===== config.mk =====
export PLATFORM = sky130hd
export DESIGN_NAME = rgb565_to_hsl_converter_flat
export DESIGN_NICKNAME = d
export VERILOG_FILES = /design/src/sv/rgbhsl_pkg.sv /design/src/sv/rgbhsl_if.sv /design/src/sv/rgbhsl_front.sv /design/src/sv/rgbhsl_queue.sv /design/src/sv/rgbhsl_back.sv /design/src/sv/rgb565_to_hsl_converter.sv /design/src/flat_wrapper.sv
export SDC_FILE = /design/constraint.sdc
export NUM_CORES = 2
export LEC_CHECK = 0
export BUFFER_PORTS_ARGS = -buffer_cell sky130_fd_sc_hd__buf_2
export CORE_MARGIN = 4
export CORE_UTILIZATION = 66
export DETAILED_ROUTE_END_ITERATION = 12
export GPL_TIMING_DRIVEN = 0
export PLACE_DENSITY = 0.82
export SLEW_MARGIN = 5
export SYNTH_ARGS = -nofsm -noshare
export SYNTH_HDL_FRONTEND = slang
export SYNTH_SLANG_ARGS = --single-unit
export TNS_END_PERCENT = 30

===== constraint.sdc =====
create_clock -name clk -period 25.1 [get_ports clk]
set_input_delay 3.765 -clock clk [delete_from_list [all_inputs] [get_ports clk]]
set_output_delay 3.765 -clock clk [all_outputs]
set_load 0.01 [all_outputs]

===== src/sv/rgbhsl_pkg.sv =====
// ----------------------------------------------------------------------------
// RGB565 to HSL package
// Shared types, constants, channel widening functions and the division step for the converter.
// ----------------------------------------------------------------------------
package rgbhsl_pkg;

  localparam int QUEUE_DEPTH = 4;
  localparam int DIV_STEPS   = 8;

  typedef enum logic [2:0] {
    SEL_RED   = 3'b001,
    SEL_GREEN = 3'b010,
    SEL_BLUE  = 3'b100
  } max_sel_t;

  typedef struct packed {
    logic [16:0] num_s;
    logic [8:0]  dv_s;
    logic [16:0] num_h;
    logic [8:0]  dv_h;
    logic        grey;
    logic [7:0]  light;
  } div_job_t;

  typedef struct packed {
    logic [8:0] rem;
    logic [7:0] lq;
    logic [8:0] dv;
  } div_state_t;

  // Widens a five-bit channel to trunc(c*255/31), taken as 8c + floor(7c/31).
  function automatic logic [7:0] widen5(input logic [4:0] c);
    logic [7:0]  x;
    logic [16:0] p;
    x = {c, 3'b000} - {3'b000, c};
    p = {9'b0, x} * 17'd265;
    return {c, 3'b000} + {5'b0, p[15:13]};
  endfunction

  // Widens a six-bit channel to trunc(c*255/63), taken as 4c + floor(c/21).
  function automatic logic [7:0] widen6(input logic [5:0] c);
    logic [1:0] k;
    if (c >= 6'd63) begin
      k = 2'd3;
    end else if (c >= 6'd42) begin
      k = 2'd2;
    end else if (c >= 6'd21) begin
      k = 2'd1;
    end else begin
      k = 2'd0;
    end
    return {c, 2'b00} + {6'b0, k};
  endfunction

  // One restoring division step producing one quotient bit.
  function automatic div_state_t div_step(input div_state_t s);
    div_state_t n;
    logic [9:0] t;
    logic [9:0] diff;
    t    = {s.rem, s.lq[7]};
    diff = t - {1'b0, s.dv};
    n.dv = s.dv;
    if (t >= {1'b0, s.dv}) begin
      n.rem = diff[8:0];
      n.lq  = {s.lq[6:0], 1'b1};
    end else begin
      n.rem = t[8:0];
      n.lq  = {s.lq[6:0], 1'b0};
    end
    return n;
  endfunction

endpackage


===== src/sv/rgbhsl_if.sv =====
// ----------------------------------------------------------------------------
// RGB565 to HSL channel interfaces
// Valid/ready channels for the pixel input and the HSL result.
// ----------------------------------------------------------------------------
interface rgbhsl_in_if;
  logic        valid;
  logic        ready;
  logic [15:0] pixel_565;

  modport source (output valid, output pixel_565, input ready);
  modport sink (input valid, input pixel_565, output ready);
endinterface

interface rgbhsl_out_if;
  logic       valid;
  logic       ready;
  logic [7:0] hue;
  logic [7:0] saturation;
  logic [7:0] lightness;

  modport source (output valid, output hue, output saturation, output lightness, input ready);
  modport sink (input valid, input hue, input saturation, input lightness, output ready);
endinterface


===== src/sv/rgbhsl_front.sv =====
// ----------------------------------------------------------------------------
// RGB565 to HSL front end
// Widens the channels, classifies the maximum and prepares both divisions.
// ----------------------------------------------------------------------------
module rgbhsl_front (
  input  logic                 clk,
  input  logic                 rst_n,
  rgbhsl_in_if.sink            in_ch,
  output logic                 job_valid,
  input  logic                 job_ready,
  output rgbhsl_pkg::div_job_t job
);

  logic                 va_r, va_nxt;
  logic                 vb_r, vb_nxt;
  logic [7:0]           r_r, g_r, b_r, mx_r, mn_r;
  rgbhsl_pkg::max_sel_t sel_r;
  rgbhsl_pkg::div_job_t job_r;

  logic                 adv_a, adv_b;
  logic [7:0]           r_w, g_w, b_w, mx_w, mn_w;
  rgbhsl_pkg::max_sel_t sel_w;
  logic [8:0]           sum_w;
  logic [7:0]           d_w;
  logic [10:0]          d11_w, num_w;
  rgbhsl_pkg::div_job_t job_w;

  assign adv_b       = !vb_r || job_ready;
  assign adv_a       = !va_r || adv_b;
  assign in_ch.ready = adv_a;
  assign va_nxt      = in_ch.valid;
  assign vb_nxt      = va_r;
  assign job_valid   = vb_r;
  assign job         = job_r;

  always_comb begin
    r_w = rgbhsl_pkg::widen5(in_ch.pixel_565[15:11]);
    g_w = rgbhsl_pkg::widen6(in_ch.pixel_565[10:5]);
    b_w = rgbhsl_pkg::widen5(in_ch.pixel_565[4:0]);
    mx_w  = r_w;
    sel_w = rgbhsl_pkg::SEL_RED;
    if (g_w > mx_w) begin
      mx_w  = g_w;
      sel_w = rgbhsl_pkg::SEL_GREEN;
    end
    if (b_w > mx_w) begin
      mx_w  = b_w;
      sel_w = rgbhsl_pkg::SEL_BLUE;
    end
    mn_w = r_w;
    if (g_w < mn_w) begin
      mn_w = g_w;
    end
    if (b_w < mn_w) begin
      mn_w = b_w;
    end
  end

  always_comb begin
    sum_w = {1'b0, mx_r} + {1'b0, mn_r};
    d_w   = mx_r - mn_r;
    d11_w = {3'b000, d_w};
    case (sel_r)
      rgbhsl_pkg::SEL_RED: begin
        if (g_r < b_r) begin
          num_w = (d11_w << 2) + (d11_w << 1) + {3'b000, g_r} - {3'b000, b_r};
        end else begin
          num_w = {3'b000, g_r} - {3'b000, b_r};
        end
      end
      rgbhsl_pkg::SEL_GREEN: num_w = (d11_w << 1) + {3'b000, b_r} - {3'b000, r_r};
      rgbhsl_pkg::SEL_BLUE:  num_w = (d11_w << 2) + {3'b000, r_r} - {3'b000, g_r};
      default:               num_w = '0;
    endcase
    job_w.num_s = {9'b0, d_w} * 17'd255;
    job_w.dv_s  = (sum_w > 9'd255) ? 9'd510 - sum_w : sum_w;
    job_w.num_h = {6'b0, num_w} * 17'd85;
    job_w.dv_h  = {d_w, 1'b0};
    job_w.grey  = (mx_r == mn_r);
    job_w.light = sum_w[8:1];
  end

  always_ff @(posedge clk) begin
    if (!rst_n) begin
      va_r <= 1'b0;
      vb_r <= 1'b0;
    end else begin
      if (adv_a) begin
        va_r <= va_nxt;
      end
      if (adv_b) begin
        vb_r <= vb_nxt;
      end
    end
  end

  always_ff @(posedge clk) begin
    if (adv_a) begin
      r_r   <= r_w;
      g_r   <= g_w;
      b_r   <= b_w;
      mx_r  <= mx_w;
      mn_r  <= mn_w;
      sel_r <= sel_w;
    end
    if (adv_b) begin
      job_r <= job_w;
    end
  end

  a_stall_holds: assert property (@(posedge clk) disable iff (!rst_n)
    (vb_r && !job_ready) |=> (vb_r && job_r == $past(job_r)))
    else $error("Front end job changed while stalled.");

endmodule


===== src/sv/rgbhsl_queue.sv =====
// ----------------------------------------------------------------------------
// RGB565 to HSL job queue
// Short first-in first-out buffer between the front end and the dividers.
// ----------------------------------------------------------------------------
module rgbhsl_queue #(
  parameter int DEPTH = rgbhsl_pkg::QUEUE_DEPTH
) (
  input  logic                 clk,
  input  logic                 rst_n,
  input  logic                 push_valid,
  output logic                 push_ready,
  input  rgbhsl_pkg::div_job_t push_data,
  output logic                 pop_valid,
  input  logic                 pop_ready,
  output rgbhsl_pkg::div_job_t pop_data
);

  localparam int PW = (DEPTH > 1) ? $clog2(DEPTH) : 1;
  localparam int CW = $clog2(DEPTH + 1);

  rgbhsl_pkg::div_job_t mem_r [0:DEPTH-1];
  logic [PW-1:0]        wr_ptr_r, wr_ptr_nxt;
  logic [PW-1:0]        rd_ptr_r, rd_ptr_nxt;
  logic [CW-1:0]        count_r, count_nxt;
  logic                 push, pop;

  assign push_ready = (count_r != CW'(DEPTH));
  assign pop_valid  = (count_r != '0);
  assign pop_data   = mem_r[rd_ptr_r];
  assign push       = push_valid && push_ready;
  assign pop        = pop_valid && pop_ready;

  always_comb begin
    wr_ptr_nxt = wr_ptr_r;
    rd_ptr_nxt = rd_ptr_r;
    count_nxt  = count_r;
    if (push) begin
      wr_ptr_nxt = (wr_ptr_r == PW'(DEPTH - 1)) ? '0 : wr_ptr_r + 1'b1;
    end
    if (pop) begin
      rd_ptr_nxt = (rd_ptr_r == PW'(DEPTH - 1)) ? '0 : rd_ptr_r + 1'b1;
    end
    if (push && !pop) begin
      count_nxt = count_r + 1'b1;
    end else if (pop && !push) begin
      count_nxt = count_r - 1'b1;
    end
  end

  always_ff @(posedge clk) begin
    if (!rst_n) begin
      wr_ptr_r <= '0;
      rd_ptr_r <= '0;
      count_r  <= '0;
    end else begin
      wr_ptr_r <= wr_ptr_nxt;
      rd_ptr_r <= rd_ptr_nxt;
      count_r  <= count_nxt;
    end
  end

  always_ff @(posedge clk) begin
    if (push) begin
      mem_r[wr_ptr_r] <= push_data;
    end
  end

  a_count_bound: assert property (@(posedge clk) disable iff (!rst_n)
    count_r <= CW'(DEPTH))
    else $error("Queue fill count exceeds its depth.");

  a_count_up: assert property (@(posedge clk) disable iff (!rst_n)
    (push && !pop) |=> (count_r == $past(count_r) + 1'b1))
    else $error("Queue fill count did not follow a lone push.");

endmodule


===== src/sv/rgbhsl_back.sv =====
// ----------------------------------------------------------------------------
// RGB565 to HSL back end
// Two pipelined restoring dividers giving saturation and hue.
// ----------------------------------------------------------------------------
module rgbhsl_back (
  input  logic                 clk,
  input  logic                 rst_n,
  input  logic                 job_valid,
  output logic                 job_ready,
  input  rgbhsl_pkg::div_job_t job,
  rgbhsl_out_if.source         out_ch
);

  localparam int STEPS = rgbhsl_pkg::DIV_STEPS;

  typedef struct packed {
    rgbhsl_pkg::div_state_t sat;
    rgbhsl_pkg::div_state_t hue;
    logic                   grey;
    logic [7:0]             light;
  } stage_t;

  stage_t         stg_r [0:STEPS];
  logic [STEPS:0] v_r, v_nxt;
  logic           en;
  stage_t         first_w;

  assign en        = !v_r[STEPS] || out_ch.ready;
  assign job_ready = en;
  assign v_nxt     = {v_r[STEPS-1:0], job_valid};

  always_comb begin
    first_w.sat.rem = job.num_s[16:8];
    first_w.sat.lq  = job.num_s[7:0];
    first_w.sat.dv  = job.dv_s;
    first_w.hue.rem = job.num_h[16:8];
    first_w.hue.lq  = job.num_h[7:0];
    first_w.hue.dv  = job.dv_h;
    first_w.grey    = job.grey;
    first_w.light   = job.light;
  end

  always_ff @(posedge clk) begin
    if (!rst_n) begin
      v_r <= '0;
    end else if (en) begin
      v_r <= v_nxt;
    end
  end

  always_ff @(posedge clk) begin
    if (en) begin
      stg_r[0] <= first_w;
      for (int i = 0; i < STEPS; i++) begin
        stg_r[i+1].sat   <= rgbhsl_pkg::div_step(stg_r[i].sat);
        stg_r[i+1].hue   <= rgbhsl_pkg::div_step(stg_r[i].hue);
        stg_r[i+1].grey  <= stg_r[i].grey;
        stg_r[i+1].light <= stg_r[i].light;
      end
    end
  end

  assign out_ch.valid      = v_r[STEPS];
  assign out_ch.hue        = stg_r[STEPS].grey ? 8'd0 : stg_r[STEPS].hue.lq;
  assign out_ch.saturation = stg_r[STEPS].grey ? 8'd0 : stg_r[STEPS].sat.lq;
  assign out_ch.lightness  = stg_r[STEPS].light;

  a_black_is_grey: assert property (@(posedge clk) disable iff (!rst_n)
    (out_ch.valid && out_ch.lightness == 8'd0) |->
      (out_ch.hue == 8'd0 && out_ch.saturation == 8'd0))
    else $error("Black pixel gave non-zero hue or saturation.");

  a_take_enters: assert property (@(posedge clk) disable iff (!rst_n)
    (job_valid && job_ready) |=> v_r[0])
    else $error("Job taken from the queue did not enter the dividers.");

endmodule


===== src/sv/rgb565_to_hsl_converter.sv =====
// An accepted pixel beat reaches its result beat through the front-end registers, the queue and the divider stages.
// Throughput: one pixel per cycle when the output is not stalled, set by the one-bit-per-stage divider pipelines.
// The front end and the dividers stall apart; the queue between them absorbs the slack.
// Reset clears all valid flags and queue pointers at once; no clearing pass is needed.
// ----------------------------------------------------------------------------
// RGB565 to HSL converter
// Converts RGB565 pixels to hue, saturation and lightness on 0..255 scales.
// ----------------------------------------------------------------------------
module rgb565_to_hsl_converter #(
  parameter int QUEUE_DEPTH = rgbhsl_pkg::QUEUE_DEPTH
) (
  input logic          clk,
  input logic          rst_n,
  rgbhsl_in_if.sink    in_ch,
  rgbhsl_out_if.source out_ch
);

  logic                 fq_valid, fq_ready;
  logic                 qb_valid, qb_ready;
  rgbhsl_pkg::div_job_t fq_job, qb_job;

  rgbhsl_front u_front (
    .clk       (clk),
    .rst_n     (rst_n),
    .in_ch     (in_ch),
    .job_valid (fq_valid),
    .job_ready (fq_ready),
    .job       (fq_job)
  );

  rgbhsl_queue #(
    .DEPTH (QUEUE_DEPTH)
  ) u_queue (
    .clk        (clk),
    .rst_n      (rst_n),
    .push_valid (fq_valid),
    .push_ready (fq_ready),
    .push_data  (fq_job),
    .pop_valid  (qb_valid),
    .pop_ready  (qb_ready),
    .pop_data   (qb_job)
  );

  rgbhsl_back u_back (
    .clk       (clk),
    .rst_n     (rst_n),
    .job_valid (qb_valid),
    .job_ready (qb_ready),
    .job       (qb_job),
    .out_ch    (out_ch)
  );

endmodule

===== src/flat_wrapper.sv =====
// flat-port wrapper written by rule: the top's interface ports become plain ports
module rgb565_to_hsl_converter_flat 
#(
  parameter int QUEUE_DEPTH = rgbhsl_pkg::QUEUE_DEPTH
)
  (clk, rst_n, in_ch_valid, in_ch_pixel_565, in_ch_ready, out_ch_valid, out_ch_hue, out_ch_saturation, out_ch_lightness, out_ch_ready);
  rgbhsl_in_if in_ch_i ();
  rgbhsl_out_if out_ch_i ();
  input logic clk;
  input logic rst_n;
  input wire logic [$bits(in_ch_i.valid)-1:0] in_ch_valid;
  input wire logic [$bits(in_ch_i.pixel_565)-1:0] in_ch_pixel_565;
  output wire logic [$bits(in_ch_i.ready)-1:0] in_ch_ready;
  output wire logic [$bits(out_ch_i.valid)-1:0] out_ch_valid;
  output wire logic [$bits(out_ch_i.hue)-1:0] out_ch_hue;
  output wire logic [$bits(out_ch_i.saturation)-1:0] out_ch_saturation;
  output wire logic [$bits(out_ch_i.lightness)-1:0] out_ch_lightness;
  input wire logic [$bits(out_ch_i.ready)-1:0] out_ch_ready;
  assign in_ch_i.valid = in_ch_valid;
  assign in_ch_i.pixel_565 = in_ch_pixel_565;
  assign in_ch_ready = in_ch_i.ready;
  assign out_ch_valid = out_ch_i.valid;
  assign out_ch_hue = out_ch_i.hue;
  assign out_ch_saturation = out_ch_i.saturation;
  assign out_ch_lightness = out_ch_i.lightness;
  assign out_ch_i.ready = out_ch_ready;
  rgb565_to_hsl_converter #(.QUEUE_DEPTH(QUEUE_DEPTH)) u_core (.clk(clk), .rst_n(rst_n), .in_ch(in_ch_i), .out_ch(out_ch_i));
endmodule

==> report_table.html <==
<table>
<tr><th>Metric</th><th>Value</th></tr>
<tr><th colspan="2">Worst setup path</th></tr>
<tr><td>Critical-path top delay cell</td><td>or4_1</td></tr>
<tr><td>Required @ worst endpoint</td><td>25.43 ns</td></tr>
<tr><td>CP endpoint kind</td><td>flop</td></tr>
<tr><td>Top cell by count, worst path</td><td>ha_1</td></tr>
<tr><td>Maximum single-stage delay on the critical path</td><td>roughly 0.50 ns</td></tr>
<tr><td>Category of the worst setup path launch point</td><td>input pin</td></tr>
<tr><td>Critical-path maximum fanout</td><td>10</td></tr>
<tr><td>Critical Setup Path Class</td><td>in2reg</td></tr>
<tr><td>Endpoint arrival time on the critical path</td><td>around 11 ns</td></tr>
<tr><th colspan="2">Synth</th></tr>
<tr><td>Post-synth top area cell</td><td>edfxtp_1</td></tr>
<tr><td>Cells after Synth</td><td>around 2900</td></tr>
<tr><td>Area fraction of the dominant cell type after synthesis</td><td>59.0%</td></tr>
<tr><td>Share of synthesized area occupied by flip-flops and latches</td><td>between 50 and 60%</td></tr>
<tr><td>Syn_area_per_cell</td><td>approximately 14 um2</td></tr>
<tr><td>EDFF count, synth</td><td>~800</td></tr>
<tr><td>Async set or reset register ratio after synthesis</td><td>0%</td></tr>
<tr><td>Most common library cells after synthesis</td><td>816 x edfxtp_1, 349 x inv_1, 346 x ha_1</td></tr>
<tr><td>Synth Net Count</td><td>3382</td></tr>
<tr><td>Number of flip-flops and latches in the synthesized netlist</td><td>approximately 840</td></tr>
<tr><td>Synth area leaders</td><td>edfxtp_1 59%, ha_1 10%, fa_1 4.5%</td></tr>
<tr><td>Synthesized area</td><td>between 40000 and 50000 um2</td></tr>
<tr><td>Unique masters post-synth</td><td>73</td></tr>
<tr><td>Cell with the most instances after synthesis</td><td>edfxtp_1</td></tr>
<tr><td>Count of yosys warnings during synthesis</td><td>0</td></tr>
<tr><td>Main flop type after synthesis</td><td>edfxtp_1</td></tr>
<tr><th colspan="2">Detailed routing</th></tr>
<tr><td>First-pass DRT Iterations</td><td>6</td></tr>
<tr><td>Count of unresolved DRC violations after routing</td><td>0</td></tr>
<tr><td>Average wire length per cell after detail routing</td><td>slightly below 20 um</td></tr>
<tr><td>DR vias</td><td>approximately 23000</td></tr>
<tr><td>Initial detailed-routing violation count</td><td>about 1700</td></tr>
<tr><td>Wire length after detailed routing</td><td>78200 um</td></tr>
<tr><td>Number of vias per cell</td><td>slightly below 6</td></tr>
<tr><td>Antenna Violating Nets Remaining</td><td>0</td></tr>
<tr><th colspan="2">Placed design</th></tr>
<tr><td>Half-perimeter wire length after detailed placement</td><td>around 54000 um</td></tr>
<tr><td>Number of input and output port buffers inserted</td><td>45</td></tr>
<tr><td>Final GP Congestion</td><td>0.927</td></tr>
<tr><td>DP Area</td><td>43100 um2</td></tr>
<tr><th colspan="2">CTS</th></tr>
<tr><td>Root Driver</td><td>clkbuf_16</td></tr>
<tr><td>Clock slew seen by the registers of the worst setup and hold paths</td><td>0.06 ns</td></tr>
<tr><td>Number of buffers created by CTS</td><td>between 80 and 90</td></tr>
<tr><td>Number of buffers inserted by post-CTS setup repair</td><td>0</td></tr>
<tr><td>Clock tree from TritonCTS</td><td>yes</td></tr>
<tr><td>Longest Clk Path Bufs</td><td>3</td></tr>
<tr><td>Hold-fix buffer count after cts</td><td>0</td></tr>
<tr><td>CTS Sinks</td><td>836</td></tr>
<tr><td>Post-cts resize count</td><td>0</td></tr>
<tr><td>Source-to-sink clock delay at the later pin of the worst-skew pair</td><td>around 0.61 ns</td></tr>
<tr><td>Depth of the CTS H-tree</td><td>3</td></tr>
<tr><th colspan="2">Floorplanning</th></tr>
<tr><td>Die Span Y</td><td>259 um</td></tr>
<tr><td>Floorplan core area</td><td>between 60000 and 70000 um2</td></tr>
<tr><td>Overall die area</td><td>approximately 67000 um2</td></tr>
<tr><td>Floorplan row count</td><td>approximately 90</td></tr>
<tr><td>Die X</td><td>about 260 um</td></tr>
<tr><td>Number of top-level pins</td><td>between 40 and 50</td></tr>
<tr><td>Starting utilization of the core area</td><td>between 60% and 70%</td></tr>
<tr><th colspan="2">Timing</th></tr>
<tr><td>Sum of negative setup slack</td><td>0 ns</td></tr>
<tr><td>Ratio of final minimum period to clock period</td><td>roughly 43%</td></tr>
<tr><td>Slew at the pin closest to its max-slew limit</td><td>between 1 and 1.5 ns</td></tr>
<tr><td>Tmin final</td><td>between 10 and 15 ns</td></tr>
<tr><td>Unrepaired setup endpoints after global routing</td><td>false</td></tr>
<tr><td>Final Hold Vio Count</td><td>0</td></tr>
<tr><td>Headroom to the max-slew limit</td><td>between 10% and 20%</td></tr>
<tr><td>Endpoints failing setup</td><td>0</td></tr>
<tr><td>Top achievable clock speed</td><td>0.0926 GHz</td></tr>
<tr><td>Final worst clock skew</td><td>around 0.020 ns</td></tr>
<tr><td>Number of max-slew violations in the final report</td><td>0</td></tr>
<tr><th colspan="2">Outcome</th></tr>
<tr><td>Result of the run</td><td>finished, final reports clean</td></tr>
<tr><th colspan="2">Final layout</th></tr>
<tr><td>Number of inserted diodes</td><td>0</td></tr>
<tr><td>Final standard cell utilization of the core</td><td>about three quarters</td></tr>
<tr><td>Cell area after layout</td><td>45700 um2</td></tr>
<tr><td>Proportion of layout cells with a drive suffix above 1</td><td>around 10%</td></tr>
<tr><td>Final net count</td><td>around 3500</td></tr>
<tr><td>Layout overhead on the synthesized area</td><td>10.1%</td></tr>
<tr><th colspan="2">Global route</th></tr>
<tr><td>Busiest grt layer</td><td>met2</td></tr>
<tr><td>Wire length of the first global-routing pass</td><td>125000 um</td></tr>
<tr><td>Total GRT Usage</td><td>23.6%</td></tr>
<tr><td>Number of antenna violations at the first check in global routing</td><td>0</td></tr>
<tr><td>Global routing met1 resource utilization</td><td>about a quarter</td></tr>
<tr><td>Met2 Usage GRT</td><td>between 40 and 50%</td></tr>
<tr><td>Overflow after GRT</td><td>0</td></tr>
<tr><td>Maximum number of pins on one net before global-route repair</td><td>113</td></tr>
<tr><td>Vias in the first global route</td><td>between 20000 and 25000</td></tr>
<tr><td>Met3 Track Usage GR</td><td>between 3 and 4%</td></tr>
<tr><th colspan="2">Min path</th></tr>
<tr><td>Path class of the lowest-slack min-delay path</td><td>reg2reg</td></tr>
<tr><th colspan="2">Job</th></tr>
<tr><td>Maximum capacitance violations</td><td>0</td></tr>
</table>
layer usage:
metal | part of all wire (%) | up-vias | routed length, um
met2 | 55 | 683 | 43000
met3 | 4.3 | 225 | 3360
met4 | 4.3 | 0 | 3370
met1 | 36 | 11440 | 28600
li1 | - | 10942 | -
met5 | 0 | - | 0
logic make-up after synthesis:
| logic type | synth area share [%] |
|---|---|
| flops | 59.9 |
| simple gates | 6.16 |
| compound gates | 7.06 |
| fa+ha+maj | 14.9 |
| buf+inv | 3.74 |
| xor+xnor | 3.37 |
| mux | 4.82 |
layout by cell type, fill, tap and decap left out, types with 15 or more instances in the layout:
cell,n
a21oi_1,175
fa_1,93
clkinv_1,15
nand3_1,17
buf_2,56
a21o_1,76
mux2i_1,36
xnor2_1,106
o21ai_0,71
inv_1,348
clkbuf_16,85
nand4_1,36
nor3_1,32
o31ai_1,21
nand2_1,69
dfxtp_1,20
nor2b_1,94
mux4_2,57
ha_1,346
nor2_1,141
clkbuf_1,41
xor2_1,50
mux2_2,32
nand2b_1,60
edfxtp_1,816
metrics by stage:
| step | setup WS, ns | hold WS (ns) | std cells |
|---|---|---|---|
| CTS | 14.33 | 0.413 | 3962 |
| detailed placement | 13.73 | 0.405 | 3816 |
| finish | 14.31 | 0.414 | 3962 |
| global placement | 2.37 | 0.401 | 3805 |
| global route | 13.66 | 0.419 | 3962 |
| floorplan | 7.06 | 0.400 | 2923 |
path summary, 6_finish.rpt:
kind,start,end,slack (ns),cells past startpoint
worst max-delay path,in_ch_pixel_565[15],u_core.u_front.mn_r[5],14.31,34
worst min-delay path,u_core.u_back.stg_r[1][44],u_core.u_back.stg_r[2][45],0.41,0
worst max register to register,u_core.u_front.mx_r[0],u_core.u_front.job[34],16.30,29
worst min register to register,u_core.u_back.stg_r[1][44],u_core.u_back.stg_r[2][45],0.41,0
flip-flops by register name (all words and copies together), names as in the netlist, 8 cells and up, named ones only:
name	flops
u_core.u_back.stg_r	488
u_core.u_queue.mem_r	228
u_core.u_front.job	57
u_core.u_back.v_r	9
u_core.u_front.b_r	8
u_core.u_front.g_r	8
u_core.u_front.mn_r	8
u_core.u_front.mx_r	8
u_core.u_front.r_r	8
area by class of cell:
type                    count  area [um2]
flip-flops and latches    836       24900
fillers                  3664       16300
multi-input cells        1687       15100
clock buffers             102        2190
inverters                 351        1320
well taps                 837        1050
repair buffers             56         513
clock inverters            44         418
plain buffers              49         235
worst max-delay path, delay by kind of cell:
family | cells | cell delay, ns
AO/OA/AOI/OAI | 11 | 2.16
XOR/XNOR | 2 | 0.56
adder cells (fa/ha/maj) | 7 | 2.14
buffers and inverters | 8 | 1.16
multiplexers | 2 | 0.57
AND/OR/NAND/NOR | 4 | 0.73
Power is not shown: default switching activity piles up to over one toggle a cycle in this logic, so the estimate is an artifact.
